`config.mk`:
```
export PLATFORM = sky130hd
export DESIGN_NAME = interval_set_merge_split_unit
export DESIGN_NICKNAME = d
export VERILOG_FILES = /design/src/rtl/isms_pkg.sv /design/src/rtl/isms_cell.sv /design/src/rtl/interval_set_merge_split_unit.sv
export SDC_FILE = /design/constraint.sdc
export NUM_CORES = 2
export LEC_CHECK = 0
export BUFFER_PORTS_ARGS = -buffer_cell sky130_fd_sc_hd__buf_2
export CAP_MARGIN = 20
export CELL_PAD_IN_SITES_DETAIL_PLACEMENT = 1
export CELL_PAD_IN_SITES_GLOBAL_PLACEMENT = 1
export CORE_ASPECT_RATIO = 0.8
export CORE_UTILIZATION = 40
export DETAILED_ROUTE_END_ITERATION = 16
export GPL_ROUTABILITY_DRIVEN = 0
export HOLD_SLACK_MARGIN = 0.05
export PLACE_DENSITY_LB_ADDON = 0.1
export REMOVE_ABC_BUFFERS = 1
export SLEW_MARGIN = 20
export SYNTH_ARGS = -nofsm -noshare
export SYNTH_HDL_FRONTEND = slang
export SYNTH_SLANG_ARGS = --single-unit
```
`constraint.sdc`:
```
create_clock -name clock -period 166.5 [get_ports clock]
set_input_delay 24.975 -clock clock [delete_from_list [all_inputs] [get_ports clock]]
set_output_delay 24.975 -clock clock [all_outputs]
set_load 0.03 [all_outputs]
```
`src/rtl/isms_pkg.sv`:
```
// Shared types and codes for the interval set merge/split unit.
package isms_pkg;

   typedef enum logic [2:0] {
      ST_IDLE,
      ST_SCAN,
      ST_DECIDE,
      ST_BUILD,
      ST_PAD,
      ST_COPY,
      ST_LIST,
      ST_RESTORE
   } isms_state_type;

   typedef logic [1:0] req_kind_type;
   localparam req_kind_type REQ_ADD    = 2'd0;
   localparam req_kind_type REQ_REMOVE = 2'd1;
   localparam req_kind_type REQ_CLEAR  = 2'd2;

   typedef logic [1:0] status_type;
   localparam status_type STATUS_OK       = 2'd0;
   localparam status_type STATUS_OVERFLOW = 2'd1;
   localparam status_type STATUS_ORDER    = 2'd2;

   // Per-cycle control of one chain of cells.
   typedef struct packed {
      logic shift;
      logic load;
   } cell_ctrl_type;

endpackage

```
`src/rtl/isms_cell.sv`:
```
// One interval cell: holds a bound pair, shifts from its neighbor or loads in parallel.
module isms_cell #(
   parameter int BOUND_WIDTH = 32
) (
   input  logic                          clock,
   input  isms_pkg::cell_ctrl_type       ctrl,
   input  logic signed [BOUND_WIDTH-1:0] nbr_lo,
   input  logic signed [BOUND_WIDTH-1:0] nbr_hi,
   input  logic signed [BOUND_WIDTH-1:0] load_lo,
   input  logic signed [BOUND_WIDTH-1:0] load_hi,
   output logic signed [BOUND_WIDTH-1:0] lo,
   output logic signed [BOUND_WIDTH-1:0] hi
);

   logic signed [BOUND_WIDTH-1:0] lo_ff;
   logic signed [BOUND_WIDTH-1:0] hi_ff;

   always_ff @(posedge clock) begin
      if (ctrl.load) begin
         lo_ff <= load_lo;
         hi_ff <= load_hi;
      end else if (ctrl.shift) begin
         lo_ff <= nbr_lo;
         hi_ff <= nbr_hi;
      end
   end

   assign lo = lo_ff;
   assign hi = hi_ff;

endmodule

```
`src/rtl/interval_set_merge_split_unit.sv`:
```
// Top level of the interval set merge/split unit: control sequencer and two cell chains.
//
// The unit keeps a sorted set of closed intervals in a chain of cells. One request
// enters on the req_ stream: tuser carries the request kind and the defined flag,
// tdata the low and high bounds. Add merges the range into the set, remove cuts it
// out, clear empties the set. After every request the unit lists the whole set on
// the rsp_ stream, one response per stored interval (or a single empty response),
// with tlast on the final one.
// A request is handled in passes over the store chain: a scan pass, a decision
// state, a rebuild and padding pass that leaves the new list at the head of the
// build chain, a copy state, and a listing pass that emits and then rotates the
// store chain back. A clear, or a request rejected on arrival, goes straight to the
// listing pass, and a request dropped after the scan skips the rebuild.
// req_tready is high only while the unit waits for a request. Results leave through
// an output register, so a stalled receiver simply holds the listing pass where it
// is. Reset empties the set and returns the sequencer to idle.
module interval_set_merge_split_unit #(
   parameter int MAX_INTERVALS = 16,
   parameter int BOUND_WIDTH   = 32
) (
   input  logic clock,
   input  logic reset,
   input  logic req_tvalid,
   output logic req_tready,
   // tdata: range_low, range_high (then zero fill)
   input  logic [((2*BOUND_WIDTH+7)/8)*8-1:0] req_tdata,
   // tuser: req_type [1:0], range_defined [2]
   input  logic [2:0] req_tuser,
   output logic rsp_tvalid,
   input  logic rsp_tready,
   // tdata: changed, status, entry_index, entry_low, entry_high, entry_count (then zero fill)
   output logic [((3+$clog2(MAX_INTERVALS)+2*BOUND_WIDTH+$clog2(MAX_INTERVALS+1)+7)/8)*8-1:0]
      rsp_tdata,
   // tuser: entry_valid
   output logic rsp_tuser,
   output logic rsp_tlast
);

   import isms_pkg::*;

   localparam int IDX_W  = $clog2(MAX_INTERVALS);
   localparam int CNT_W  = $clog2(MAX_INTERVALS + 1);
   localparam int SUM_W  = $clog2(2 * MAX_INTERVALS + 1);
   localparam int OUT_W  = ((3 + IDX_W + 2 * BOUND_WIDTH + CNT_W + 7) / 8) * 8;
   localparam int B      = BOUND_WIDTH;

   localparam logic [CNT_W-1:0] CNT_MAX  = CNT_W'(MAX_INTERVALS);
   localparam logic [CNT_W-1:0] CNT_LAST = CNT_W'(MAX_INTERVALS - 1);
   localparam logic [SUM_W-1:0] SUM_MAX  = SUM_W'(MAX_INTERVALS);

   isms_state_type state_ff, state_in;

   req_kind_type           kind_ff, kind_in;
   logic signed [B-1:0]    a_ff, a_in, b_ff, b_in;
   logic signed [B-1:0]    na_ff, na_in, nb_ff, nb_in;
   logic [CNT_W-1:0]       cnt_ff, cnt_in;
   logic [CNT_W-1:0]       newn_ff, newn_in;
   logic [CNT_W-1:0]       step_ff, step_in;
   logic [CNT_W-1:0]       wr_ff, wr_in;
   logic [SUM_W-1:0]       keep_ff, keep_in;
   logic                   inside_ff, inside_in;
   logic                   any_ff, any_in;
   logic                   phase_ff, phase_in;
   logic                   placed_ff, placed_in;
   logic                   chg_ff, chg_in;
   status_type             status_ff, status_in;

   logic                   rsp_valid_ff, rsp_valid_in;
   logic [OUT_W-1:0]       rsp_data_ff, rsp_data_in;
   logic                   rsp_user_ff, rsp_user_in;
   logic                   rsp_last_ff, rsp_last_in;

   // Cell chains.
   logic signed [B-1:0] st_lo [MAX_INTERVALS];
   logic signed [B-1:0] st_hi [MAX_INTERVALS];
   logic signed [B-1:0] bd_lo [MAX_INTERVALS];
   logic signed [B-1:0] bd_hi [MAX_INTERVALS];
   cell_ctrl_type       st_ctrl, bd_ctrl;
   logic signed [B-1:0] emit_lo, emit_hi;

   // Incoming request fields.
   req_kind_type        req_kind;
   logic                req_def;
   logic signed [B-1:0] req_lo, req_hi;

   // Head cell classification.
   logic signed [B-1:0] head_lo, head_hi;
   logic                head_v, covered, overlap, truly, greater, rsp_slot;

   assign req_kind = req_tuser[1:0];
   assign req_def  = req_tuser[2];
   assign req_lo   = req_tdata[B-1:0];
   assign req_hi   = req_tdata[2*B-1:B];

   assign head_lo  = st_lo[0];
   assign head_hi  = st_hi[0];
   assign head_v   = (step_ff < cnt_ff);
   assign covered  = (a_ff <= head_lo) && (head_hi <= b_ff);
   assign overlap  = (a_ff <= head_hi) && (head_lo <= b_ff);
   // True overlap: the intersection has positive length.
   assign truly    = ((head_lo > a_ff) ? head_lo : a_ff) < ((head_hi < b_ff) ? head_hi : b_ff);
   assign greater  = (head_lo > na_ff) || ((head_lo == na_ff) && (head_hi > nb_ff));
   assign rsp_slot = !rsp_valid_ff || rsp_tready;

   genvar k;
   generate
      for (k = 0; k < MAX_INTERVALS; k++) begin : g_cells
         logic signed [B-1:0] st_nlo, st_nhi, bd_nlo, bd_nhi;
         if (k == MAX_INTERVALS - 1) begin : g_tail
            // The store chain rotates; the build chain takes the emitted interval.
            assign st_nlo = st_lo[0];
            assign st_nhi = st_hi[0];
            assign bd_nlo = emit_lo;
            assign bd_nhi = emit_hi;
         end else begin : g_body
            assign st_nlo = st_lo[k+1];
            assign st_nhi = st_hi[k+1];
            assign bd_nlo = bd_lo[k+1];
            assign bd_nhi = bd_hi[k+1];
         end
         isms_cell #(.BOUND_WIDTH(B)) u_store (
            .clock   (clock),
            .ctrl    (st_ctrl),
            .nbr_lo  (st_nlo),
            .nbr_hi  (st_nhi),
            .load_lo (bd_lo[k]),
            .load_hi (bd_hi[k]),
            .lo      (st_lo[k]),
            .hi      (st_hi[k])
         );
         isms_cell #(.BOUND_WIDTH(B)) u_build (
            .clock   (clock),
            .ctrl    (bd_ctrl),
            .nbr_lo  (bd_nlo),
            .nbr_hi  (bd_nhi),
            .load_lo (bd_nlo),
            .load_hi (bd_nhi),
            .lo      (bd_lo[k]),
            .hi      (bd_hi[k])
         );
      end
   endgenerate

   // Next state.
   always_comb begin
      state_in = state_ff;
      unique case (state_ff)
         ST_IDLE: begin
            if (req_tvalid) begin
               if ((req_kind == REQ_ADD || req_kind == REQ_REMOVE) && req_def
                   && !(req_lo > req_hi)) begin
                  state_in = ST_SCAN;
               end else begin
                  state_in = ST_LIST;
               end
            end
         end
         ST_SCAN: begin
            if (step_ff == CNT_LAST) state_in = ST_DECIDE;
         end
         ST_DECIDE: begin
            if (kind_ff == REQ_ADD) begin
               if (inside_ff || keep_ff >= SUM_MAX) state_in = ST_LIST;
               else state_in = ST_BUILD;
            end else begin
               if (!any_ff || keep_ff > SUM_MAX) state_in = ST_LIST;
               else state_in = ST_BUILD;
            end
         end
         ST_BUILD: begin
            if (!head_v && (kind_ff != REQ_ADD || placed_ff)) state_in = ST_PAD;
         end
         ST_PAD: begin
            if (wr_ff == CNT_MAX) state_in = ST_COPY;
         end
         ST_COPY: begin
            state_in = ST_LIST;
         end
         ST_LIST: begin
            if (rsp_slot) begin
               if (cnt_ff == '0) state_in = ST_IDLE;
               else if (step_ff == cnt_ff - CNT_W'(1)) begin
                  state_in = (step_ff == CNT_LAST) ? ST_IDLE : ST_RESTORE;
               end
            end
         end
         ST_RESTORE: begin
            if (step_ff == CNT_LAST) state_in = ST_IDLE;
         end
         default: state_in = ST_IDLE;
      endcase
   end

   // Datapath and chain control.
   always_comb begin
      kind_in      = kind_ff;
      a_in         = a_ff;
      b_in         = b_ff;
      na_in        = na_ff;
      nb_in        = nb_ff;
      cnt_in       = cnt_ff;
      newn_in      = newn_ff;
      step_in      = step_ff;
      wr_in        = wr_ff;
      keep_in      = keep_ff;
      inside_in    = inside_ff;
      any_in       = any_ff;
      phase_in     = phase_ff;
      placed_in    = placed_ff;
      chg_in       = chg_ff;
      status_in    = status_ff;
      rsp_valid_in = rsp_tready ? 1'b0 : rsp_valid_ff;
      rsp_data_in  = rsp_data_ff;
      rsp_user_in  = rsp_user_ff;
      rsp_last_in  = rsp_last_ff;
      st_ctrl      = '0;
      bd_ctrl      = '0;
      emit_lo      = '0;
      emit_hi      = '0;

      unique case (state_ff)
         ST_IDLE: begin
            if (req_tvalid) begin
               kind_in   = req_kind;
               a_in      = req_lo;
               b_in      = req_hi;
               na_in     = req_lo;
               nb_in     = req_hi;
               step_in   = '0;
               keep_in   = '0;
               inside_in = 1'b0;
               any_in    = 1'b0;
               chg_in    = 1'b0;
               status_in = STATUS_OK;
               if (req_kind == REQ_CLEAR) begin
                  chg_in = (cnt_ff != '0);
                  cnt_in = '0;
               end else if ((req_kind == REQ_ADD || req_kind == REQ_REMOVE) && req_def
                            && (req_lo > req_hi)) begin
                  status_in = STATUS_ORDER;
               end
            end
         end
         ST_SCAN: begin
            st_ctrl.shift = 1'b1;
            step_in = (step_ff == CNT_LAST) ? '0 : step_ff + CNT_W'(1);
            if (head_v) begin
               if (kind_ff == REQ_ADD) begin
                  if ((head_lo <= a_ff) && (b_ff <= head_hi)) inside_in = 1'b1;
                  if (!covered && overlap) begin
                     if (head_lo < na_ff) na_in = head_lo;
                     if (head_hi > nb_ff) nb_in = head_hi;
                  end else if (!covered) begin
                     keep_in = keep_ff + SUM_W'(1);
                  end
               end else begin
                  if (truly) begin
                     any_in  = 1'b1;
                     keep_in = keep_ff + SUM_W'(head_lo < a_ff) + SUM_W'(head_hi > b_ff);
                  end else begin
                     keep_in = keep_ff + SUM_W'(1);
                  end
               end
            end
         end
         ST_DECIDE: begin
            step_in   = '0;
            wr_in     = '0;
            phase_in  = 1'b0;
            placed_in = 1'b0;
            if (kind_ff == REQ_ADD) begin
               if (!inside_ff) begin
                  if (keep_ff >= SUM_MAX) begin
                     status_in = STATUS_OVERFLOW;
                  end else begin
                     chg_in  = 1'b1;
                     newn_in = CNT_W'(keep_ff + SUM_W'(1));
                  end
               end
            end else if (any_ff) begin
               if (keep_ff > SUM_MAX) begin
                  status_in = STATUS_OVERFLOW;
               end else begin
                  chg_in  = 1'b1;
                  newn_in = CNT_W'(keep_ff);
               end
            end
         end
         ST_BUILD: begin
            if (!head_v) begin
               if (kind_ff == REQ_ADD && !placed_ff) begin
                  bd_ctrl.shift = 1'b1;
                  emit_lo       = na_ff;
                  emit_hi       = nb_ff;
                  placed_in     = 1'b1;
                  wr_in         = wr_ff + CNT_W'(1);
               end
            end else if (kind_ff == REQ_ADD) begin
               if (covered || overlap) begin
                  st_ctrl.shift = 1'b1;
                  step_in       = step_ff + CNT_W'(1);
               end else if (!placed_ff && greater) begin
                  bd_ctrl.shift = 1'b1;
                  emit_lo       = na_ff;
                  emit_hi       = nb_ff;
                  placed_in     = 1'b1;
                  wr_in         = wr_ff + CNT_W'(1);
               end else begin
                  bd_ctrl.shift = 1'b1;
                  emit_lo       = head_lo;
                  emit_hi       = head_hi;
                  wr_in         = wr_ff + CNT_W'(1);
                  st_ctrl.shift = 1'b1;
                  step_in       = step_ff + CNT_W'(1);
               end
            end else begin
               if (!truly) begin
                  bd_ctrl.shift = 1'b1;
                  emit_lo       = head_lo;
                  emit_hi       = head_hi;
                  wr_in         = wr_ff + CNT_W'(1);
                  st_ctrl.shift = 1'b1;
                  step_in       = step_ff + CNT_W'(1);
               end else if (!phase_ff && (head_lo < a_ff)) begin
                  // Left piece; the right piece, if any, follows next cycle.
                  bd_ctrl.shift = 1'b1;
                  emit_lo       = head_lo;
                  emit_hi       = a_ff;
                  wr_in         = wr_ff + CNT_W'(1);
                  if (head_hi > b_ff) begin
                     phase_in = 1'b1;
                  end else begin
                     st_ctrl.shift = 1'b1;
                     step_in       = step_ff + CNT_W'(1);
                  end
               end else begin
                  if (head_hi > b_ff) begin
                     bd_ctrl.shift = 1'b1;
                     emit_lo       = b_ff;
                     emit_hi       = head_hi;
                     wr_in         = wr_ff + CNT_W'(1);
                  end
                  phase_in      = 1'b0;
                  st_ctrl.shift = 1'b1;
                  step_in       = step_ff + CNT_W'(1);
               end
            end
         end
         ST_PAD: begin
            // Shift filler in until the new list sits at the head of the chain.
            if (wr_ff != CNT_MAX) begin
               bd_ctrl.shift = 1'b1;
               wr_in         = wr_ff + CNT_W'(1);
            end
         end
         ST_COPY: begin
            st_ctrl.load = 1'b1;
            cnt_in       = newn_ff;
            step_in      = '0;
         end
         ST_LIST: begin
            if (rsp_slot) begin
               rsp_valid_in = 1'b1;
               if (cnt_ff == '0) begin
                  rsp_user_in = 1'b0;
                  rsp_last_in = 1'b1;
                  rsp_data_in = OUT_W'({cnt_ff, {B{1'b0}}, {B{1'b0}}, {IDX_W{1'b0}},
                                        status_ff, chg_ff});
               end else begin
                  rsp_user_in   = 1'b1;
                  rsp_last_in   = (step_ff == cnt_ff - CNT_W'(1));
                  rsp_data_in   = OUT_W'({cnt_ff, head_hi, head_lo, step_ff[IDX_W-1:0],
                                          status_ff, chg_ff});
                  st_ctrl.shift = 1'b1;
                  step_in       = step_ff + CNT_W'(1);
               end
            end
         end
         ST_RESTORE: begin
            st_ctrl.shift = 1'b1;
            step_in       = (step_ff == CNT_LAST) ? '0 : step_ff + CNT_W'(1);
         end
         default: ;
      endcase
   end

   always_ff @(posedge clock) begin
      if (reset) begin
         state_ff     <= ST_IDLE;
         cnt_ff       <= '0;
         rsp_valid_ff <= 1'b0;
      end else begin
         state_ff     <= state_in;
         cnt_ff       <= cnt_in;
         rsp_valid_ff <= rsp_valid_in;
      end
   end

   always_ff @(posedge clock) begin
      kind_ff     <= kind_in;
      a_ff        <= a_in;
      b_ff        <= b_in;
      na_ff       <= na_in;
      nb_ff       <= nb_in;
      newn_ff     <= newn_in;
      step_ff     <= step_in;
      wr_ff       <= wr_in;
      keep_ff     <= keep_in;
      inside_ff   <= inside_in;
      any_ff      <= any_in;
      phase_ff    <= phase_in;
      placed_ff   <= placed_in;
      chg_ff      <= chg_in;
      status_ff   <= status_in;
      rsp_data_ff <= rsp_data_in;
      rsp_user_ff <= rsp_user_in;
      rsp_last_ff <= rsp_last_in;
   end

   assign req_tready = (state_ff == ST_IDLE);
   assign rsp_tvalid = rsp_valid_ff;
   assign rsp_tdata  = rsp_data_ff;
   assign rsp_tuser  = rsp_user_ff;
   assign rsp_tlast  = rsp_last_ff;

`ifndef SYNTHESIS
   a_count_bound: assert property (@(posedge clock) disable iff (reset)
      cnt_ff <= CNT_MAX)
      else $error("stored count exceeds capacity");

   a_copy_aligned: assert property (@(posedge clock) disable iff (reset)
      state_ff == ST_COPY |-> wr_ff == CNT_MAX)
      else $error("build chain not aligned at copy");

   a_build_fits: assert property (@(posedge clock) disable iff (reset)
      state_ff == ST_BUILD |-> wr_ff <= newn_ff)
      else $error("rebuild emitted more intervals than counted");

   a_listing_done: assert property (@(posedge clock) disable iff (reset)
      (state_ff == ST_IDLE && $past(state_ff) == ST_RESTORE) |-> step_ff == '0)
      else $error("store chain not restored after listing");
`endif

endmodule

```
---- Word-level counts from Yosys, hierarchy flattened ----
Cells that the tools add are included.
word-level totals
  register bits ........................... 2297
  input bits .............................. 71
  output and inout bits ................... 84
cells by class
  add/subtract/negate cells ............... 6
  $lt $le $gt $ge ......................... 18
  equal/unequal tests ..................... 55
  mux-type cells .......................... 205
  reductions and logical operators ........ 58
operators with widths
  cell                count
  $mux 32             92
  $le 32x32->1        6
  $gt 32x32->1        5
  $mux 5              26
  $lt 32x32->1        4
  $pmux 32 s2         2
  $mux 1              45
  $ne 2x2->1 const B  22
  $ne 3x3->1 const B  14
  $mux 3              13
  $mux 6              6
  $reduce_and 5->1    7
  $eq 32x32->1        1
  $pmux 5 s5          1
  $pmux 3 s8          1
  $reduce_and 6->1    4
  $mux 2              8
  $pmux 5 s3          1
  $reduce_and 7->1    2
  $reduce_bool 2->1   7
  $add 6x1->6         2
  $eq 3x3->1 const B  4
  $logic_and 1x1->1   12
  $pmux 1 s2          6
  other kinds (31)    51

---- Depth between registers and ports, before layout ----
  depth in word-level cells ............... 11
  depth in mapped cells ................... 26
  depth with buffers taken out ............ 23

---- Hierarchy ----
A second synthesis with hierarchy kept.
unflattened totals
  cells, all modules ...................... 6401
  area, all modules ....................... 112330.2 µm²
modules (own cells, without submodules)
  module                         instances  cells each  area each (µm²)
  isms_cell                      32         136         2905.3
  interval_set_merge_split_unit  1          2049        19361.1

---- Worst setup path after synthesis ----
OpenSTA, ideal clock, no wires.
  kind .................................... register to register
  start ................................... reg g_cells[0].u_store.lo_ff[31]
  end ..................................... reg g_cells[0].u_store.hi_ff[0] (enable)
  setup time .............................. 3.836 ns
  arrival ................................. 75.794 ns
  data required time ...................... 162.664 ns
  path slack .............................. 86.870 ns
  cell stages (with the launch flop) ...... 24
  path buffers ............................ 2
  cell sequence ........................... edfxtp_1 > ha_1 > buf_2 > nand4_1 > nor3_1 > a221oi_1 > nor3b_1 > and2_1 > xnor2_1 > nor2_1 > clkbuf_1 > nand2_1 > o21ai_0 > ha_1 > a21o_1 > a21o_1 > a211oi_1 > o21bai_1 > a21oi_1 > nand3_1 > nor4_1 > or3_1 > o22ai_1 > o21ai_0
on the way
  word-level cells in the longest chain between the ends .. 10
ends and longest elaborated chain
  what                                                  RTL line                              source
  start, declared                                       isms_cell.sv:15                       logic signed [BOUND_WIDTH-1:0] lo_ff;
  start signal, assigned                                isms_cell.sv:20                       lo_ff <= load_lo;
  start signal, assigned                                isms_cell.sv:23                       lo_ff <= nbr_lo;
  branches (longest 6 deep; another with $gt 32x32->1)  n/a
  $mux 1 (*)                                            interval_set_merge_split_unit.sv:298  end else if (kind_ff == REQ_ADD) begin
  $mux 1 (*)                                            interval_set_merge_split_unit.sv:290  if (!head_v) begin
  $pmux 1 s3 (*)                                        interval_set_merge_split_unit.sv:221  unique case (state_ff)
  $reduce_bool 2->1 (no line) (*)                       n/a
  end signal, assigned                                  isms_cell.sv:21                       hi_ff <= load_hi;
  end signal, assigned                                  isms_cell.sv:24                       hi_ff <= nbr_hi;
  end, declared                                         isms_cell.sv:16                       logic signed [BOUND_WIDTH-1:0] hi_ff;
Every way passes the cells marked *.
A chain may end at the register's enable or synchronous reset.

---- Worst setup path in the final report ----
  start ................................... in rsp_tready
  end ..................................... reg g_cells[10].u_store.lo_ff[17] (enable)
on the way
  word-level cells in the longest chain between the ends .. 4
ends and longest elaborated chain
  what                         RTL line                              source
  start, declared              interval_set_merge_split_unit.sv:30   input logic rsp_tready,
  $logic_or 1x1->1             interval_set_merge_split_unit.sv:103  assign rsp_slot = !rsp_valid_ff || rsp_tready;
  $mux 1                       interval_set_merge_split_unit.sv:362  if (rsp_slot) begin
  $pmux 1 s3                   interval_set_merge_split_unit.sv:221
  $reduce_bool 2->1 (no line)  n/a
  end signal, assigned         isms_cell.sv:20
  end signal, assigned         isms_cell.sv:23
  end, declared                isms_cell.sv:15
Every way passes these cells.

==> flow_metrics.py <==
metrics = {
    "status": {
        "status": "completed",
    },
    "clocking": {
        "clock_sinks": 2293,
        "post-cts-setup-buffers": 0,
        "htreeDepth": 4,
        "ctsRootBufferMaster": "clkbuf_16",
        "clock_path_buffers": 4,
        "clk_pin_slew_worst_paths_ns": 0.06,
        "numCtsBuffers": 233,
        "hold_buffers": 0,
        "cts_tree": "built",
        "clock_latency_ns": 0.89,
        "cts_resized": 0,
    },
    "critical_path": {
        "end_kind": "flip-flop",
        "ff2ff_setup_slack_ns": 152.83,
        "cp_cell_sequence": "buf_2, nand2b_1, nand2_1, nor2_1, o21ai_0, o21ai_4, buf_4, buf_4, buf_4, buf_12, buf_4",
        "cpMostUsedCell": "buf_4",
        "r2r.worst_path.cells": 23,
        "cp_top_family": "buffers and inverters",
        "worstSetupPathType": "in2reg",
        "crit_path_start_kind": "input port",
        "critPathBufInv": 6,
        "cp_max_fo": 144,
        "worstReg2RegStart": "g_cells[0].u_store.lo[31]$_DFFE_PP_",
        "arrival_ns": 30.10,
        "r2r_end": "g_cells[10].u_store.lo[17]$_DFFE_PP_",
        "required_ns": 166.98,
        "crit_slowest_cell": "buf_4",
        "cpPeakStageDelay_ns": 0.85,
    },
    "placed_design": {
        "port_buffers": 150,
        "post-place-ws_ns": 135.93,
        "post-dp-hpwl_mm": 145,
    },
    "yosys": {
        "synth.distinct_cells": 73,
        "synth.avg_cell_area_um2": 12.7,
        "syn_area_mm2": 0.0919,
        "synthFlopType": "edfxtp_1",
        "synth_compound_area_frac": 0.0342,
        "synth_fa_ha_area_frac": 0.0369,
        "synth_mux_area_frac": 0.000885,
        "syn-instance-count": 7228,
        "synth_seq_cells": 2293,
        "synth_top_family_by_area": "simple AND/OR/NAND/NOR gates",
        "ys_warn_count": 0,
        "async_flop_share": 0,
        "synth_xor_area_frac": 0.00180,
        "synth_edf_count": 2284,
        "yosys.area_share.simple": 0.156,
        "ys_seq_area_frac": 0.749,
    },
    "worst_hold_path": {
        "whs_path_depth": 0,
        "holdCritStartpoint": "g_cells[6].u_build.lo[28]$_DFFE_PP_",
        "whs_endpoint": "g_cells[5].u_build.lo[28]$_DFFE_PP_",
        "hp-class": "reg2reg",
    },
    "finish": {
        "multi_input_area_mm2": 0.0212,
        "drive_above_1_share": 0.0772,
        "fillers": 23300,
        "area_growth_pct": 12.4,
        "num-nets-final": 7763,
        "ff_latch_area_mm2": 0.0688,
    },
    "routing": {
        "ant_nets": 0,
        "wl_mm": 230,
        "wl_per_cell_um": 21.6,
        "drtPass1Iterations": 5,
        "drc": 0,
        "dr.first_iter.drc_count": 4124,
        "via_per_inst": 5.09,
        "routed-via-count": 53900,
    },
    "grt": {
        "grt_first_pass_wirelength_mm": 349,
        "grt_max_degree": 174,
        "antenna_found_initial": 20,
        "grt_use_total": 0.199,
        "globalRouteOverflowTotal": 0,
        "grt_pass1_vias": 55600,
    },
    "sta": {
        "slew_violations": 0,
        "maxSlewHeadroom": 0.284,
        "rsz0062_at_grt": "false",
        "finalClockSkew_ns": 0.0550,
        "tightestPinTransition_ns": 1.07,
        "finalHoldViolCount": 0,
        "fin_crit_ns": 29.63,
        "fin_crit_sh": 0.178,
        "setup_viol": 0,
        "tns_ns": 0,
        "timing.fmax_mhz": 33.8,
        "final.setup.worst_slack_ns": 136.87,
    },
    "pwr": {
        "p_comb_frac": 0.245,
        "p_clk_frac": 0.244,
        "p_leak_nw": 39.9,
        "finalPower_mw": 2.04,
        "seq_power_share": 0.512,
        "switching_power_mw": 0.681,
        "peakVddDrop_v": 0.0000406,
        "swShare": 0.334,
        "p_per_area_mw_per_mm2": 19.7,
        "intPower_mw": 1.36,
    },
    "floorplan": {
        "start_util": 0.405,
        "core-area_mm2": 0.227,
        "fp.dieArea_mm2": 0.232,
        "die_h_um": 431,
        "row_count": 156,
        "pin_count": 155,
        "die_x_um": 538,
    },
    "flow_run": {
        "drv_cap": 0,
    },
}
## power by group through the flow
stage / logic (mW) / registers [mW] / clock network, mW
after CTS: 0.509 / 1.05 / 0.511
final: 0.499 / 1.04 / 0.496
after global placement: 0.491 / 1.05 / 0
after global routing: 0.558 / 1.07 / 0.529
after detailed placement: 0.506 / 1.05 / 0
after floorplan: 0.400 / 1.49 / 0
## cell usage after synthesis (4+ instances only)
library cell / count / area (µm²)
nand2_1: 3222 / 12100
edfxtp_1: 2284 / 68600
clkbuf_1: 278 / 1040
ha_1: 269 / 3370
inv_1: 224 / 841
o21ai_0: 152 / 761
nor2_1: 135 / 507
a21oi_1: 116 / 581
and2_1: 69 / 432
a221o_1: 65 / 651
nor3_1: 55 / 275
nand4_1: 46 / 288
nand3_1: 41 / 205
a21o_1: 35 / 263
a211oi_1: 20 / 150
nand2b_1: 13 / 81.3
o21a_1: 12 / 90.1
xnor2_1: 12 / 105
buf_2: 9 / 45.0
dfxtp_1: 9 / 180
nor2b_1: 9 / 56.3
or3_1: 9 / 56.3
a31oi_1: 8 / 50.1
and4_1: 7 / 61.3
mux2i_1: 7 / 70.1
o21bai_1: 7 / 52.6
nor4_1: 6 / 37.5
o211ai_1: 6 / 45.0
or2_2: 6 / 37.5
a211o_1: 5 / 43.8
a22oi_1: 5 / 37.5
o21ai_1: 5 / 25.0
o22ai_1: 5 / 31.3
xor2_1: 5 / 43.8
buf_4: 4 / 30.0
o221ai_1: 4 / 35.0
## how the worst max path moves through the flow
stage / startpoint / to / slack (ns) / cells past startpoint
4_1_cts: rsp_tready / g_cells[11].u_store.lo[17]$_DFFE_PP_ / 136.85 / 11
3_5_place_dp: rsp_tready / g_cells[12].u_store.lo[17]$_DFFE_PP_ / 135.93 / 11
2_1_floorplan: g_cells[0].u_store.hi[15]$_DFFE_PP_ / g_cells[0].u_store.hi[0]$_DFFE_PP_ / 84.89 / 18
5_1_grt: rsp_tready / g_cells[13].u_store.lo[21]$_DFFE_PP_ / 136.48 / 11
3_3_place_gp: rsp_tready / g_cells[11].u_store.lo[17]$_DFFE_PP_ / 135.94 / 11
6_report: rsp_tready / g_cells[10].u_store.lo[17]$_DFFE_PP_ / 136.87 / 11
## registers in the layout, summed over array words and instances (netlist names), 2 cells and up
register / flops
g_cells.u_build.hi: 512
g_cells.u_build.lo: 512
g_cells.u_store.hi: 512
g_cells.u_store.lo: 512
rsp_tdata: 76
a_ff: 32
b_ff: 32
na_ff: 32
nb_ff: 32
keep_ff: 6
cnt_ff: 5
newn_ff: 5
step_ff: 5
wr_ff: 5
state_ff: 3
kind_ff: 2
status_ff: 2
## cell type report
type | instances | area share
Antenna cell | 7 | 0.000170
Multi-Input combinational cell | 4415 | 0.206
Timing Repair Buffer | 253 | 0.0157
Tap cell | 3002 | 0.0364
Clock buffer | 302 | 0.0593
Inverter | 226 | 0.00823
Clock inverter | 110 | 0.00858
Sequential cell | 2293 | 0.666
## layer usage
| metal | share of wire | track usage |
|---|---|---|
| met2 | 0.46 | 0.314 |
| met1 | 0.47 | 0.290 |
| met4 | 0.026 | 0.0537 |
| met3 | 0.042 | 0.0266 |
| met5 | 0.000048 | 0 |
## logic make-up (layout without fill, tap and decap cells)
kind of cell / count (synthesis) / after routing
compound gates: 480 / 480
xor+xnor: 18 / 18
fa+ha+maj: 270 / 270
buf+inv: 523 / 891
flops: 2293 / 2293
mux: 8 / 8
other cells: 1 / 11
simple gates: 3635 / 3635
## metrics by stage
stage / cell area [µm²] / hold slack (ns) / cells / util
after floorplan: 90700 / 0.400 / 6934 / -
after global placement: 96200 / 0.428 / 10200 / 0.424
after detailed placement: 96200 / 0.433 / 10200 / 0.424
after CTS: 103000 / 0.419 / 10600 / 0.455
after global routing: 103000 / 0.432 / 10600 / 0.455
final: 103000 / 0.423 / 10600 / 0.455
## cell usage in the layout, fill, tap and decap left out, types with 7 or more instances in the layout
cell type	instances
nand2_1	3222
edfxtp_1	2284
ha_1	269
clkbuf_16	234
inv_1	221
o21ai_0	151
buf_2	150
nor2_1	133
a21oi_1	115
buf_4	95
and2_1	69
clkbuf_1	67
a221o_1	65
clkinv_1	53
nor3_1	52
nand4_1	46
nand3_1	39
a21o_1	35
clkinv_2	33
a211oi_1	20
nand2b_1	13
o21a_1	12
xnor2_1	12
bufinv_16	11
nor2b_1	9
or3_1	9
dfxtp_1	9
a31oi_1	8
buf_12	8
diode_2	7
and4_1	7
o21bai_1	7
(Power assumes the default switching activity.)
